==> src/uiam_pkg.sv <==
// Package for the utilization idle-alarm monitor.
// Holds widths, ring geometry, the reciprocal for the window average and
// the configuration register indexes. No dependencies.
package uiam_pkg;

    localparam int TICK_W   = 64;
    localparam int NUM_TICK = 8;
    localparam int PM_W     = 10;
    localparam int THR_W    = 7;
    localparam int RUN_W    = 6;
    localparam int CFG_IDX_W  = 1;
    localparam int CFG_DATA_W = 7;

    localparam int WINDOW  = 30;
    localparam int RING_AW = $clog2(WINDOW);
    localparam int FILL_W  = $clog2(WINDOW + 1);
    localparam int SUM_W   = $clog2(1000 * WINDOW + 1);

    // floor(sum / WINDOW) as (sum * AVG_MULT) >> AVG_SHIFT, exact for sum < 2**SUM_W
    localparam int AVG_SHIFT = SUM_W + $clog2(WINDOW);
    localparam int AVG_MULT  = ((2 ** AVG_SHIFT) + WINDOW - 1) / WINDOW;
    localparam int AVG_PROD_W = SUM_W + AVG_SHIFT;

    // busy * 1000 and the percent products share one width
    localparam int PROD_W = TICK_W + PM_W;
    localparam int STEP_W = $clog2(PM_W);

    localparam logic [PM_W-1:0] PERMILLE_FULL = PM_W'(1000);
    localparam logic [PM_W-1:0] PERCENT_FULL  = PM_W'(100);

    localparam logic [THR_W-1:0] THR_RESET   = THR_W'(30);
    localparam logic [RUN_W-1:0] LIMIT_RESET = RUN_W'(30);

    localparam logic [CFG_IDX_W-1:0] CFG_THRESHOLD = CFG_IDX_W'(0);
    localparam logic [CFG_IDX_W-1:0] CFG_LIMIT     = CFG_IDX_W'(1);

endpackage

==> src/uiam_if.sv <==
// Channel interfaces of the utilization idle-alarm monitor: snapshot input,
// result output and configuration write. Depends on uiam_pkg.
interface uiam_in_if;
    logic                          valid;
    logic                          ready;
    logic [uiam_pkg::TICK_W-1:0]   user_ticks;
    logic [uiam_pkg::TICK_W-1:0]   nice_ticks;
    logic [uiam_pkg::TICK_W-1:0]   system_ticks;
    logic [uiam_pkg::TICK_W-1:0]   idle_ticks;
    logic [uiam_pkg::TICK_W-1:0]   iowait_ticks;
    logic [uiam_pkg::TICK_W-1:0]   irq_ticks;
    logic [uiam_pkg::TICK_W-1:0]   softirq_ticks;
    logic [uiam_pkg::TICK_W-1:0]   steal_ticks;

    modport source (output valid, user_ticks, nice_ticks, system_ticks, idle_ticks,
                    iowait_ticks, irq_ticks, softirq_ticks, steal_ticks,
                    input ready);
    modport sink   (input valid, user_ticks, nice_ticks, system_ticks, idle_ticks,
                    iowait_ticks, irq_ticks, softirq_ticks, steal_ticks,
                    output ready);
endinterface

interface uiam_out_if;
    logic                        valid;
    logic                        ready;
    logic                        measured;
    logic [uiam_pkg::PM_W-1:0]   utilization_permille;
    logic                        window_full;
    logic [uiam_pkg::PM_W-1:0]   average_permille;
    logic [uiam_pkg::RUN_W-1:0]  low_run_before;
    logic                        alert;

    modport source (output valid, measured, utilization_permille, window_full,
                    average_permille, low_run_before, alert,
                    input ready);
    modport sink   (input valid, measured, utilization_permille, window_full,
                    average_permille, low_run_before, alert,
                    output ready);
endinterface

interface uiam_cfg_if;
    logic                             valid;
    logic                             ready;
    logic [uiam_pkg::CFG_IDX_W-1:0]   index;
    logic [uiam_pkg::CFG_DATA_W-1:0]  data;

    modport source (output valid, index, data, input ready);
    modport sink   (input valid, index, data, output ready);
endinterface

==> src/utilization_idle_alarm_monitor.sv <==
// Top level of the utilization idle-alarm monitor: snapshot sequencer,
// shift-add products, restoring divider and the reading ring memory.
// Depends on uiam_pkg and the interfaces in uiam_if.sv.
//
//   channel | dir | beat
//   i_in    | in  | one snapshot of eight 64-bit tick counters
//   o_out   | out | one result per snapshot
//   i_cfg   | in  | register write: index 0 threshold, index 1 run limit
//
// After accept a snapshot passes the counter sum, delta and busy steps, the
// shift-add products and the divider steps, then the ring, average and output
// steps. A baseline snapshot goes from the delta step straight to output.
// A new snapshot is taken once the sequencer is back in idle; the result
// register lets it run ahead of one waiting result beat, then it stalls in done.
// i_rst_n is synchronous, active low; the ring memory needs no clearing.
// Configuration writes are taken whenever reset is released.
module utilization_idle_alarm_monitor (
    input  logic        i_clk,
    input  logic        i_rst_n,
    uiam_in_if.sink     i_in,
    uiam_out_if.source  o_out,
    uiam_cfg_if.sink    i_cfg
);

    typedef enum logic [8:0] {
        S_IDLE  = 9'b000000001,
        S_SUM   = 9'b000000010,
        S_DELTA = 9'b000000100,
        S_BUSY  = 9'b000001000,
        S_MUL   = 9'b000010000,
        S_DIV   = 9'b000100000,
        S_RING  = 9'b001000000,
        S_AVG   = 9'b010000000,
        S_DONE  = 9'b100000000
    } t_state;

    t_state r_state;

    // control
    logic [2:0]                          r_k;
    logic [uiam_pkg::STEP_W-1:0]         r_j;
    logic                                r_have_base;
    logic [uiam_pkg::RING_AW-1:0]        r_wpos;
    logic [uiam_pkg::FILL_W-1:0]         r_fill;
    logic [uiam_pkg::SUM_W-1:0]          r_sum;
    logic [uiam_pkg::RUN_W-1:0]          r_low_run;
    logic [uiam_pkg::THR_W-1:0]          r_thr;
    logic [uiam_pkg::RUN_W-1:0]          r_limit;
    logic                                r_ov;

    // datapath
    logic [uiam_pkg::TICK_W-1:0]         r_field [uiam_pkg::NUM_TICK];
    logic [uiam_pkg::TICK_W-1:0]         r_total;
    logic [uiam_pkg::TICK_W-1:0]         r_idle;
    logic [uiam_pkg::TICK_W-1:0]         r_last_total;
    logic [uiam_pkg::TICK_W-1:0]         r_prev_idle;
    logic [uiam_pkg::TICK_W-1:0]         r_td;
    logic [uiam_pkg::TICK_W-1:0]         r_id;
    logic [uiam_pkg::TICK_W-1:0]         r_busy;
    logic                                r_td_zero;
    logic                                r_sat;
    logic [uiam_pkg::PROD_W-1:0]         r_num;
    logic [uiam_pkg::PROD_W-1:0]         r_p100;
    logic [uiam_pkg::PROD_W-1:0]         r_pthr;
    logic [uiam_pkg::PM_W-1:0]           r_q;
    logic [uiam_pkg::AVG_PROD_W-1:0]     r_avg_prod;

    logic                                r_res_measured;
    logic [uiam_pkg::PM_W-1:0]           r_res_util;
    logic                                r_res_full;
    logic [uiam_pkg::RUN_W-1:0]          r_res_before;
    logic                                r_res_alert;

    logic                                r_o_measured;
    logic [uiam_pkg::PM_W-1:0]           r_o_util;
    logic                                r_o_full;
    logic [uiam_pkg::PM_W-1:0]           r_o_avg;
    logic [uiam_pkg::RUN_W-1:0]          r_o_before;
    logic                                r_o_alert;

    // reading ring
    logic [uiam_pkg::PM_W-1:0]           r_ring [uiam_pkg::WINDOW];
    logic [uiam_pkg::PM_W-1:0]           r_ring_rd;

    logic                                n_in_acc;
    logic                                n_out_acc;
    logic                                n_out_load;
    logic [uiam_pkg::PROD_W-1:0]         n_busy_sh;
    logic [uiam_pkg::PROD_W-1:0]         n_td_sh;
    logic [uiam_pkg::PM_W-1:0]           n_thr_ext;
    logic [uiam_pkg::PM_W-1:0]           n_util;
    logic [uiam_pkg::SUM_W-1:0]          n_sum;
    logic [uiam_pkg::FILL_W-1:0]         n_fill;
    logic [uiam_pkg::RING_AW-1:0]        n_wpos;
    logic                                n_above;
    logic [uiam_pkg::RUN_W:0]            n_run_inc;
    logic [uiam_pkg::PM_W-1:0]           n_avg;

    assign i_in.ready  = (r_state == S_IDLE) && i_rst_n;
    assign i_cfg.ready = i_rst_n;
    assign n_in_acc    = i_in.valid && i_in.ready;
    assign n_out_acc   = r_ov && o_out.ready;
    assign n_out_load  = (r_state == S_DONE) && (!r_ov || o_out.ready);

    assign o_out.valid                = r_ov;
    assign o_out.measured             = r_o_measured;
    assign o_out.utilization_permille = r_o_util;
    assign o_out.window_full          = r_o_full;
    assign o_out.average_permille     = r_o_avg;
    assign o_out.low_run_before       = r_o_before;
    assign o_out.alert                = r_o_alert;

    assign n_busy_sh = uiam_pkg::PROD_W'(r_busy) << r_j;
    assign n_td_sh   = uiam_pkg::PROD_W'(r_td) << r_j;
    assign n_thr_ext = uiam_pkg::PM_W'(r_thr);

    always_comb begin
        if (r_td_zero) begin
            n_util = '0;
        end else if (r_sat) begin
            n_util = uiam_pkg::PERMILLE_FULL;
        end else begin
            n_util = r_q;
        end
        if (r_fill == uiam_pkg::FILL_W'(uiam_pkg::WINDOW)) begin
            n_sum  = r_sum - uiam_pkg::SUM_W'(r_ring_rd) + uiam_pkg::SUM_W'(n_util);
            n_fill = r_fill;
        end else begin
            n_sum  = r_sum + uiam_pkg::SUM_W'(n_util);
            n_fill = r_fill + 1'b1;
        end
        if (r_wpos == uiam_pkg::RING_AW'(uiam_pkg::WINDOW - 1)) begin
            n_wpos = '0;
        end else begin
            n_wpos = r_wpos + 1'b1;
        end
        n_above   = r_p100 > r_pthr;
        n_run_inc = {1'b0, r_low_run} + 1'b1;
        if (r_res_full) begin
            n_avg = r_avg_prod[uiam_pkg::AVG_SHIFT +: uiam_pkg::PM_W];
        end else begin
            n_avg = '0;
        end
    end

    // control state
    always_ff @(posedge i_clk) begin
        if (!i_rst_n) begin
            r_state     <= S_IDLE;
            r_k         <= '0;
            r_j         <= '0;
            r_have_base <= 1'b0;
            r_wpos      <= '0;
            r_fill      <= '0;
            r_sum       <= '0;
            r_low_run   <= '0;
            r_thr       <= uiam_pkg::THR_RESET;
            r_limit     <= uiam_pkg::LIMIT_RESET;
            r_ov        <= 1'b0;
        end else begin
            if (i_cfg.valid) begin
                unique case (i_cfg.index)
                    uiam_pkg::CFG_THRESHOLD: r_thr   <= i_cfg.data[uiam_pkg::THR_W-1:0];
                    uiam_pkg::CFG_LIMIT:     r_limit <= i_cfg.data[uiam_pkg::RUN_W-1:0];
                    default: ;
                endcase
            end

            if (n_out_load) begin
                r_ov <= 1'b1;
            end else if (n_out_acc) begin
                r_ov <= 1'b0;
            end

            unique case (r_state)
                S_IDLE: begin
                    if (n_in_acc) begin
                        r_k     <= '0;
                        r_state <= S_SUM;
                    end
                end
                S_SUM: begin
                    r_k <= r_k + 1'b1;
                    if (r_k == 3'(uiam_pkg::NUM_TICK - 1)) begin
                        r_state <= S_DELTA;
                    end
                end
                S_DELTA: begin
                    if (!r_have_base) begin
                        r_have_base <= 1'b1;
                        r_state     <= S_DONE;
                    end else begin
                        r_state <= S_BUSY;
                    end
                end
                S_BUSY: begin
                    r_j     <= '0;
                    r_state <= S_MUL;
                end
                S_MUL: begin
                    if (r_j == uiam_pkg::STEP_W'(uiam_pkg::PM_W - 1)) begin
                        r_state <= S_DIV;
                    end else begin
                        r_j <= r_j + 1'b1;
                    end
                end
                S_DIV: begin
                    if (r_j == '0) begin
                        r_state <= S_RING;
                    end else begin
                        r_j <= r_j - 1'b1;
                    end
                end
                S_RING: begin
                    r_sum   <= n_sum;
                    r_fill  <= n_fill;
                    r_wpos  <= n_wpos;
                    r_state <= S_AVG;
                end
                S_AVG: begin
                    if (r_res_full) begin
                        if (n_above) begin
                            r_low_run <= '0;
                        end else if (n_run_inc >= {1'b0, r_limit}) begin
                            r_low_run <= '0;
                        end else begin
                            r_low_run <= n_run_inc[uiam_pkg::RUN_W-1:0];
                        end
                    end
                    r_state <= S_DONE;
                end
                S_DONE: begin
                    if (n_out_load) begin
                        r_state <= S_IDLE;
                    end
                end
                default: r_state <= S_IDLE;
            endcase
        end
    end

    // datapath
    always_ff @(posedge i_clk) begin
        unique case (r_state)
            S_IDLE: begin
                if (n_in_acc) begin
                    r_field[0] <= i_in.user_ticks;
                    r_field[1] <= i_in.nice_ticks;
                    r_field[2] <= i_in.system_ticks;
                    r_field[3] <= i_in.idle_ticks;
                    r_field[4] <= i_in.iowait_ticks;
                    r_field[5] <= i_in.irq_ticks;
                    r_field[6] <= i_in.softirq_ticks;
                    r_field[7] <= i_in.steal_ticks;
                    r_idle     <= i_in.idle_ticks + i_in.iowait_ticks;
                    r_total    <= '0;
                end
            end
            S_SUM: begin
                r_total <= r_total + r_field[r_k];
            end
            S_DELTA: begin
                r_last_total <= r_total;
                r_prev_idle  <= r_idle;
                r_td         <= r_total - r_last_total;
                r_id         <= r_idle - r_prev_idle;
                r_res_measured <= r_have_base;
                r_res_util     <= '0;
                r_res_full     <= 1'b0;
                r_res_before   <= r_low_run;
                r_res_alert    <= 1'b0;
            end
            S_BUSY: begin
                r_td_zero <= (r_td == '0);
                r_busy    <= (r_td == '0) ? '0 : r_td - r_id;
                r_num     <= '0;
                r_p100    <= '0;
                r_pthr    <= '0;
                r_q       <= '0;
            end
            S_MUL: begin
                r_sat <= r_busy >= r_td;
                if (uiam_pkg::PERMILLE_FULL[r_j]) begin
                    r_num <= r_num + n_busy_sh;
                end
                if (uiam_pkg::PERCENT_FULL[r_j]) begin
                    r_p100 <= r_p100 + n_busy_sh;
                end
                if (n_thr_ext[r_j]) begin
                    r_pthr <= r_pthr + n_td_sh;
                end
            end
            S_DIV: begin
                if (r_num >= n_td_sh) begin
                    r_num    <= r_num - n_td_sh;
                    r_q[r_j] <= 1'b1;
                end
            end
            S_RING: begin
                r_res_util <= n_util;
                r_res_full <= (n_fill == uiam_pkg::FILL_W'(uiam_pkg::WINDOW));
                r_avg_prod <= uiam_pkg::AVG_PROD_W'(n_sum)
                              * uiam_pkg::AVG_PROD_W'(uiam_pkg::AVG_MULT);
            end
            S_AVG: begin
                if (r_res_full && !n_above && n_run_inc >= {1'b0, r_limit}) begin
                    r_res_alert <= 1'b1;
                end
            end
            S_DONE: begin
                if (n_out_load) begin
                    r_o_measured <= r_res_measured;
                    r_o_util     <= r_res_util;
                    r_o_full     <= r_res_full;
                    r_o_avg      <= n_avg;
                    r_o_before   <= r_res_before;
                    r_o_alert    <= r_res_alert;
                end
            end
            default: ;
        endcase
    end

    // ring memory: read before update, write back the new reading
    always_ff @(posedge i_clk) begin
        if (r_state == S_BUSY) begin
            r_ring_rd <= r_ring[r_wpos];
        end
        if (r_state == S_RING) begin
            r_ring[r_wpos] <= n_util;
        end
    end

endmodule

==> src/flat_wrapper.sv <==
// flat-port wrapper written by rule: the top's interface ports become plain ports
module utilization_idle_alarm_monitor_flat 
  (i_clk, i_rst_n, i_in_valid, i_in_user_ticks, i_in_nice_ticks, i_in_system_ticks, i_in_idle_ticks, i_in_iowait_ticks, i_in_irq_ticks, i_in_softirq_ticks, i_in_steal_ticks, i_in_ready, o_out_valid, o_out_measured, o_out_utilization_permille, o_out_window_full, o_out_average_permille, o_out_low_run_before, o_out_alert, o_out_ready, i_cfg_valid, i_cfg_index, i_cfg_data, i_cfg_ready);
  uiam_in_if i_in_i ();
  uiam_out_if o_out_i ();
  uiam_cfg_if i_cfg_i ();
  input  logic i_clk;
  input  logic i_rst_n;
  input wire logic [$bits(i_in_i.valid)-1:0] i_in_valid;
  input wire logic [$bits(i_in_i.user_ticks)-1:0] i_in_user_ticks;
  input wire logic [$bits(i_in_i.nice_ticks)-1:0] i_in_nice_ticks;
  input wire logic [$bits(i_in_i.system_ticks)-1:0] i_in_system_ticks;
  input wire logic [$bits(i_in_i.idle_ticks)-1:0] i_in_idle_ticks;
  input wire logic [$bits(i_in_i.iowait_ticks)-1:0] i_in_iowait_ticks;
  input wire logic [$bits(i_in_i.irq_ticks)-1:0] i_in_irq_ticks;
  input wire logic [$bits(i_in_i.softirq_ticks)-1:0] i_in_softirq_ticks;
  input wire logic [$bits(i_in_i.steal_ticks)-1:0] i_in_steal_ticks;
  output wire logic [$bits(i_in_i.ready)-1:0] i_in_ready;
  output wire logic [$bits(o_out_i.valid)-1:0] o_out_valid;
  output wire logic [$bits(o_out_i.measured)-1:0] o_out_measured;
  output wire logic [$bits(o_out_i.utilization_permille)-1:0] o_out_utilization_permille;
  output wire logic [$bits(o_out_i.window_full)-1:0] o_out_window_full;
  output wire logic [$bits(o_out_i.average_permille)-1:0] o_out_average_permille;
  output wire logic [$bits(o_out_i.low_run_before)-1:0] o_out_low_run_before;
  output wire logic [$bits(o_out_i.alert)-1:0] o_out_alert;
  input wire logic [$bits(o_out_i.ready)-1:0] o_out_ready;
  input wire logic [$bits(i_cfg_i.valid)-1:0] i_cfg_valid;
  input wire logic [$bits(i_cfg_i.index)-1:0] i_cfg_index;
  input wire logic [$bits(i_cfg_i.data)-1:0] i_cfg_data;
  output wire logic [$bits(i_cfg_i.ready)-1:0] i_cfg_ready;
  assign i_in_i.valid = i_in_valid;
  assign i_in_i.user_ticks = i_in_user_ticks;
  assign i_in_i.nice_ticks = i_in_nice_ticks;
  assign i_in_i.system_ticks = i_in_system_ticks;
  assign i_in_i.idle_ticks = i_in_idle_ticks;
  assign i_in_i.iowait_ticks = i_in_iowait_ticks;
  assign i_in_i.irq_ticks = i_in_irq_ticks;
  assign i_in_i.softirq_ticks = i_in_softirq_ticks;
  assign i_in_i.steal_ticks = i_in_steal_ticks;
  assign i_in_ready = i_in_i.ready;
  assign o_out_valid = o_out_i.valid;
  assign o_out_measured = o_out_i.measured;
  assign o_out_utilization_permille = o_out_i.utilization_permille;
  assign o_out_window_full = o_out_i.window_full;
  assign o_out_average_permille = o_out_i.average_permille;
  assign o_out_low_run_before = o_out_i.low_run_before;
  assign o_out_alert = o_out_i.alert;
  assign o_out_i.ready = o_out_ready;
  assign i_cfg_i.valid = i_cfg_valid;
  assign i_cfg_i.index = i_cfg_index;
  assign i_cfg_i.data = i_cfg_data;
  assign i_cfg_ready = i_cfg_i.ready;
  utilization_idle_alarm_monitor u_core (.i_clk(i_clk), .i_rst_n(i_rst_n), .i_in(i_in_i), .o_out(o_out_i), .i_cfg(i_cfg_i));
endmodule
==> config.mk <==
export PLATFORM = sky130hd
export DESIGN_NAME = utilization_idle_alarm_monitor_flat
export DESIGN_NICKNAME = d
export VERILOG_FILES = /design/src/uiam_pkg.sv /design/src/uiam_if.sv /design/src/utilization_idle_alarm_monitor.sv /design/src/flat_wrapper.sv
export SDC_FILE = /design/constraint.sdc
export NUM_CORES = 2
export LEC_CHECK = 0
export BUFFER_PORTS_ARGS = -buffer_cell sky130_fd_sc_hd__buf_4
export CORE_MARGIN = 4
export CORE_UTILIZATION = 50
export DETAILED_ROUTE_END_ITERATION = 6
export PLACE_DENSITY_LB_ADDON = 0.05
export SYNTH_ARGS = -nofsm -noshare
export SYNTH_HDL_FRONTEND = slang
export SYNTH_SLANG_ARGS = --single-unit
==> constraint.sdc <==
create_clock -name i_clk -period 29 [get_ports i_clk]
set_clock_uncertainty 0.1 [all_clocks]
set_input_delay 1.45 -clock i_clk [delete_from_list [all_inputs] [get_ports i_clk]]
set_output_delay 1.45 -clock i_clk [all_outputs]
set_load 0.03 [all_outputs]
## After elaboration in Yosys (flattened, before gate mapping)

Memory sizes are Yosys's and may differ from the RTL's. A register that Yosys moved wholly into a read port is not among the register bits.
Index checks and enable logic that the tools add are counted.

- Flip-flop bits (word level): 822
- Memory bits (writable): 812
- Memory bits (read-only): 32
- Bits of input ports: 525
- Output and inout bits: 32
- Word-level logic and storage cells: 180
- Memories: 4

Memory list:

| name | words | bits a word | read ports | clocked after memory_dff | wr ports | RTL line | source |
|---|---|---|---|---|---|---|---|
| u_core.r_field | 8 | 64 | 1 | 1 | 8 | utilization_idle_alarm_monitor.sv:52 | `logic [uiam_pkg::TICK_W-1:0] r_field [uiam_pkg::NUM_TICK];` |
| u_core.r_ring | 30 | 10 | 1 | 1 | 1 | utilization_idle_alarm_monitor.sv:82 | `logic [uiam_pkg::PM_W-1:0] r_ring [uiam_pkg::WINDOW];` |
| (no name shown) | 16 | 1 | 1 | 1 | 0 | utilization_idle_alarm_monitor.sv:283 | `if (uiam_pkg::PERMILLE_FULL[r_j]) begin` |
| (no name shown) | 16 | 1 | 1 | 1 | 0 | utilization_idle_alarm_monitor.sv:286 | `if (uiam_pkg::PERCENT_FULL[r_j]) begin` |

- Add/sub/neg operators: 18
- Multipliers: 1
- $lt $le $gt $ge: 6
- Eq/ne operators: 26
- Shift-type cells: 2
- Mux-type cells: 53
- Bitwise gates (word level): 2
- Reduce and logical (&&, ||, !) cells: 32

Operators with widths:

| operator | number |
|---|---|
| two-way mux 74 bit | 4 |
| case mux 74 bit (2 select lines) | 2 |
| adder 74 bit | 3 |
| case mux 74 bit (3 select lines) | 1 |
| subtractor 64 bit | 3 |
| left shift 64 x 4 -> 74 bit | 2 |
| adder 64 bit | 2 |
| case mux 64 bit (2 select lines) | 1 |
| case mux 9 bit (9 select lines) | 1 |
| >= comparator 74 bit | 1 |
| > comparator 74 bit | 1 |
| subtractor 74 bit | 1 |
| >= comparator 64 bit | 1 |
| logical NOT 64 bit | 1 |
| two-way mux 64 bit | 1 |
| two-way mux 9 bit | 6 |
| case mux 10 bit (2 select lines) | 2 |
| adder 15 x 10 -> 15 bit | 2 |
| multiplier 15 x 16 -> 30 bit (second input constant) | 1 |
| two-way mux 10 bit | 3 |
| two-way mux 4 bit | 6 |
| != test 2 x 1 -> 1 bit (second input constant) | 10 |
| AND reduction 2 bit | 10 |
| equality test 5 bit (second input constant) | 3 |
| other kinds (41) | 72 |

## Depth between registers and ports, before layout

- Depth in word-level cells: 7
- Depth in mapped cells: 37

## Worst setup path after synthesis

Ideal clock, no wire load.

- Kind: in2reg
- Start: in i_rst_n
- End: mem u_core.r_field[0][0] in the netlist's numbering (enable)
- Library setup time: 0.919 ns
- Arrival time: 12.920 ns
- Required time: 27.981 ns
- Slack: 15.060 ns
- Stages on the path: 3
- Path buffers: 1
- Path through: clkbuf_1 -> nand3_1 -> inv_1

RTL lines:

| what | RTL line | source |
|---|---|---|
| start, declared | flat_wrapper.sv:8 | `input logic i_rst_n;` |
| end, declared | utilization_idle_alarm_monitor.sv:52 |  |

## Final worst setup path

- Start: reg u_core.r_sat
- End: reg u_core.r_avg_prod[29] in the netlist's numbering (data pin)

- Cells in the longest elaborated chain, start to end: 5
- Elaborated cells on any way between the ends: 6

RTL lines:

| what | RTL line | source |
|---|---|---|
| start, declared | utilization_idle_alarm_monitor.sv:61 | `logic r_sat;` |
| start signal, assigned | utilization_idle_alarm_monitor.sv:282 | `r_sat <= r_busy >= r_td;` |
| two-way mux 10 bit * | utilization_idle_alarm_monitor.sv:120 | `end else if (r_sat) begin` |
| two-way mux 10 bit * | utilization_idle_alarm_monitor.sv:118 | `if (r_td_zero) begin` |
| via u_core.n_util (one bit) | utilization_idle_alarm_monitor.sv:91 | `logic [uiam_pkg::PM_W-1:0] n_util;` |
| adder 15 x 10 -> 15 bit, on equally long branches | utilization_idle_alarm_monitor.sv:129, utilization_idle_alarm_monitor.sv:126 |  |
| two-way mux 15 bit * | utilization_idle_alarm_monitor.sv:125 | `if (r_fill == uiam_pkg::FILL_W'(uiam_pkg::WINDOW)) begin` |
| via u_core.n_sum (one bit) | utilization_idle_alarm_monitor.sv:92 | `logic [uiam_pkg::SUM_W-1:0] n_sum;` |
| multiplier 15 x 16 -> 30 bit * | utilization_idle_alarm_monitor.sv:303 | `* uiam_pkg::AVG_PROD_W'(uiam_pkg::AVG_MULT);` |
| end signal, assigned | utilization_idle_alarm_monitor.sv:302 | `r_avg_prod <= uiam_pkg::AVG_PROD_W'(n_sum)` |
| end, declared | utilization_idle_alarm_monitor.sv:66 | `logic [uiam_pkg::AVG_PROD_W-1:0] r_avg_prod;` |

Mark *: on every way through the listed nets, which the timed path passes. The rest lies on a longest branch.
A chain may end at the register's enable or synchronous reset.

==> impl_metrics.tcl <==
set metrics [dict create \
    status "complete, no violations" \
    rows 168 \
    final_common_cell "edfxtp_1" \
    tns_ns 0 \
    setup_viol 0 \
    seqPwrFrac_pct 46.1 \
    crit_path_start "u_core.r_sat" \
    synth_xor_area_share_pct 5.02 \
    total_leakage_power_uw 0.0475 \
    initial_core_util_pct 50.4 \
    wl_per_cell_microns 23.6 \
    fill_cells 17900 \
    grt_max_degree 127 \
    grt_use_met3_pct 4.38 \
    critical_path_class "register to register" \
    min_path_type "register to register" \
    critPathCapture "u_core.r_avg_prod[29]" \
    vias_per_cell 6.01 \
    max_freq_mhz 102 \
    drt-total-wl_microns 309000 \
    async_flop_share_pct 0 \
    place_ws_ns 19.15 \
    utilization_pct 56.6 \
    met2_usage_pct 43.8 \
    clk_latency_ns 0.85 \
    clockBufferDepth 3 \
    syn_area_per_cell_sq_um 11.0 \
    dpl.hpwl_microns 239000 \
    setup_ws_ns 19.23 \
    netlist_instances 9662 \
    tightest_slew_ns 1.32 \
    vias 78500 \
    area_growth_pct 12.3 \
    synth_top_family_by_area "compound AO/OA/AOI/OAI gates" \
    core_sq_um 210000 \
    cts_hold_buffers 0 \
    post_cts_resized 0 \
    r2r_start "u_core.r_sat" \
    slowest_stage "inv_1" \
    io_pins 557 \
    ys_top_cells_by_area "edfxtp_1 (44%), ha_1 (10%), mux4_2 (6.8%), a21oi_1 (3.5%), a21o_1 (3.4%)" \
    die_w_microns 468 \
    slew_headroom_pct 11.4 \
    place.gp.congestion 0.948 \
    yosysTopAreaCellShare_pct 44.3 \
    synth-seq-cells 1629 \
    cts_tree "done" \
    cp_slowest_stage_delay_ns 0.79 \
    synth_seq_area_share_pct 45.5 \
    grt_setup_unrepaired "false" \
    cts_root_buf "clkbuf_16" \
    pwr_density_cell_nw_per_um2 51.8 \
    power_switching_uw 1640 \
    die_y_microns 468 \
    portBuffers 556 \
    drive_above_1_share_pct 14.2 \
    grt-ovfl-total 0 \
    cp-end-kind "register" \
    vdd_drop_max_v 0.0000743 \
    r2r-end "u_core.r_avg_prod[29]" \
    clockPowerShare_pct 38.1 \
    synth-edff-count 1562 \
    worst_ep_required_time_ns 29.46 \
    crit_arrival_ns 10.23 \
    syn-num-nets 11100 \
    finalCriticalPeriod_ns 9.77 \
    dieArea_sq_um 219000 \
    synth_compound_gate_area_share_pct 15.3 \
    antenna_found_initial 3 \
    switching_share_pct 26.5 \
    yosys.area_share.adder_pct 11.1 \
    p_comb_share_pct 15.8 \
    synthMuxAreaShare_pct 8.31 \
    grt_use_total_pct 27.5 \
    max-cap-violations 0 \
    startpoint_type "register" \
    synth_largest_area_cell "edfxtp_1" \
    power.internal_uw 4530 \
    rr_worst_depth 34 \
    fin_crit_sh_pct 33.7 \
    grt_util_met1_pct 38.5 \
    yosysUniqueCellTypes 101 \
    syn-cell-area_sq_um 106000 \
    drt_first_pass_iters 6 \
    cts.clk_slew.worst_paths_ns 0.07 \
    place_inst 12700 \
    cp_max_fo 32 \
    nets 11500 \
    synth_flop_cell "edfxtp_1" \
    first_iter_violations 6861 \
    yosysWarnings 0 \
    first_global_vias 77600 \
    drtAntennaViolNets 0 \
    htreeDepth 4 \
    finalHoldViolations 0 \
    clock_sinks 1629 \
    cts_setup_buffers 0 \
    grt_first_pass_wirelength_microns 463000 \
    drc 0 \
    grt.busiest_layer "met2" \
    rrSetupSlack_ns 19.23 \
    layoutNonFillerInstCount 13000 \
    synth-simple-area-share_pct 11.0 \
    slew_viol_final 0 \
    numCtsBuffers 180 \
    final_cell_mix "edfxtp_1 (1,562), ha_1 (876), nor2_1 (760)" \
]
[cell families after synthesis]
family                   Yosys count
XOR/XNOR                         606
adder cells (fa/ha/maj)          918
AO/OA/AOI/OAI                   2501
AND/OR/NAND/NOR                 2489
flip-flops                      1629
multiplexers                     470
buffers and inverters           1049
[flip-flops by register name (all words and copies together) (netlist names), 10 cells and up, named ones only]
name	count
u_core.r_total	64
u_core.r_idle	64
u_core.r_res_util	10
u_core.r_ring	300
u_core.r_busy	64
u_core.r_field	512
u_core.o_out.average_permille	10
u_core.r_ring_rd	10
u_core.r_pthr	74
u_core.r_num	74
u_core.o_out.utilization_permille	10
u_core.r_sum	15
u_core.r_p100	74
u_core.r_q	10
u_core.r_id	64
u_core.r_last_total	64
u_core.r_td	64
u_core.r_prev_idle	64
u_core.r_avg_prod	10
[cell usage after synthesis, types with 30 or more instances]
| library cell | instances |
|---|---|
| a22oi_1 | 36 |
| o21bai_1 | 124 |
| o211ai_1 | 43 |
| o21ai_1 | 55 |
| dfxtp_1 | 67 |
| or2_2 | 34 |
| a21o_1 | 481 |
| nor3_1 | 115 |
| fa_1 | 42 |
| and2_1 | 72 |
| mux4_2 | 320 |
| o21a_1 | 83 |
| nor2b_1 | 104 |
| o22ai_1 | 81 |
| clkbuf_1 | 324 |
| mux2_2 | 76 |
| edfxtp_1 | 1562 |
| o31ai_1 | 30 |
| nand3_1 | 189 |
| nand2b_1 | 97 |
| nand2_1 | 705 |
| or3_1 | 31 |
| nor2_1 | 780 |
| a211oi_1 | 68 |
| a31oi_1 | 80 |
| inv_1 | 658 |
| xnor2_1 | 335 |
| and3_1 | 71 |
| mux2i_1 | 73 |
| xor2_1 | 270 |
| o21ai_0 | 402 |
| a21oi_1 | 740 |
| nor4_1 | 45 |
| nand4_1 | 178 |
| buf_1 | 51 |
| ha_1 | 876 |
[worst min-delay path by stage]
stage | start | endpoint | slack, ns | cells past startpoint
2_1_floorplan | u_core.r_res_alert | u_core.o_out.alert | 0.30 | 0
3_3_place_gp | u_core.r_res_before[2] | u_core.o_out.low_run_before[2] | 0.30 | 0
3_5_place_dp | u_core.r_res_before[4] | u_core.o_out.low_run_before[4] | 0.31 | 0
4_1_cts | u_core.r_res_before[4] | u_core.o_out.low_run_before[4] | 0.32 | 0
5_1_grt | u_core.r_res_before[0] | u_core.o_out.low_run_before[0] | 0.33 | 0
6_report | u_core.r_res_before[0] | u_core.o_out.low_run_before[0] | 0.32 | 0
[worst max-delay path: cells and delay by family (launching register included)]
family	cells	cell delay, ns
compound gates	17	4.23
xor+xnor	2	0.34
fa+ha+maj	7	2.66
buf+inv	3	0.91
flops	1	0.49
simple gates	5	0.77
[power groups by stage]
stage	clock (uW)	combinational, uW	sequential (uW)
5_1_grt	2490	1070	2850
3_3_place_gp	0	955	2890
6_report	2350	972	2840
4_1_cts	2390	969	2840
2_1_floorplan	0	696	2930
3_5_place_dp	0	963	2890
[through the flow]
stage	area [sq um]	power, uW	hold slack (ns)
floorplan	106000	3630	0.300
global placement	113000	3840	0.303
detailed placement	113000	3860	0.307
CTS	119000	6210	0.321
global route	119000	6420	0.328
finish	119000	6160	0.322
[final cells by class]
cell class	instances	area, sq um	area share (%)
flip-flops and latches	1629	48300	40.6
clock inverters	125	1440	1.21
well taps	2805	3510	2.95
repair buffers	631	4740	3.98
clock buffers	205	4650	3.91
multi-input cells	6984	53900	45.3
diodes	5	12.5	0.0105
inverters	664	2500	2.10
[layer usage]
| metal | routed length (microns) | vias up | share of wire [%] |
|---|---|---|---|
| met4 | 11100 | 0 | 3.6 |
| li1 | - | 37100 | - |
| met2 | 140000 | 2595 | 45 |
| met5 | 0 | - | 0 |
| met1 | 137000 | 38300 | 44 |
| met3 | 19900 | 452 | 6.4 |
Note: power is estimated with default switching activity, not from simulation.
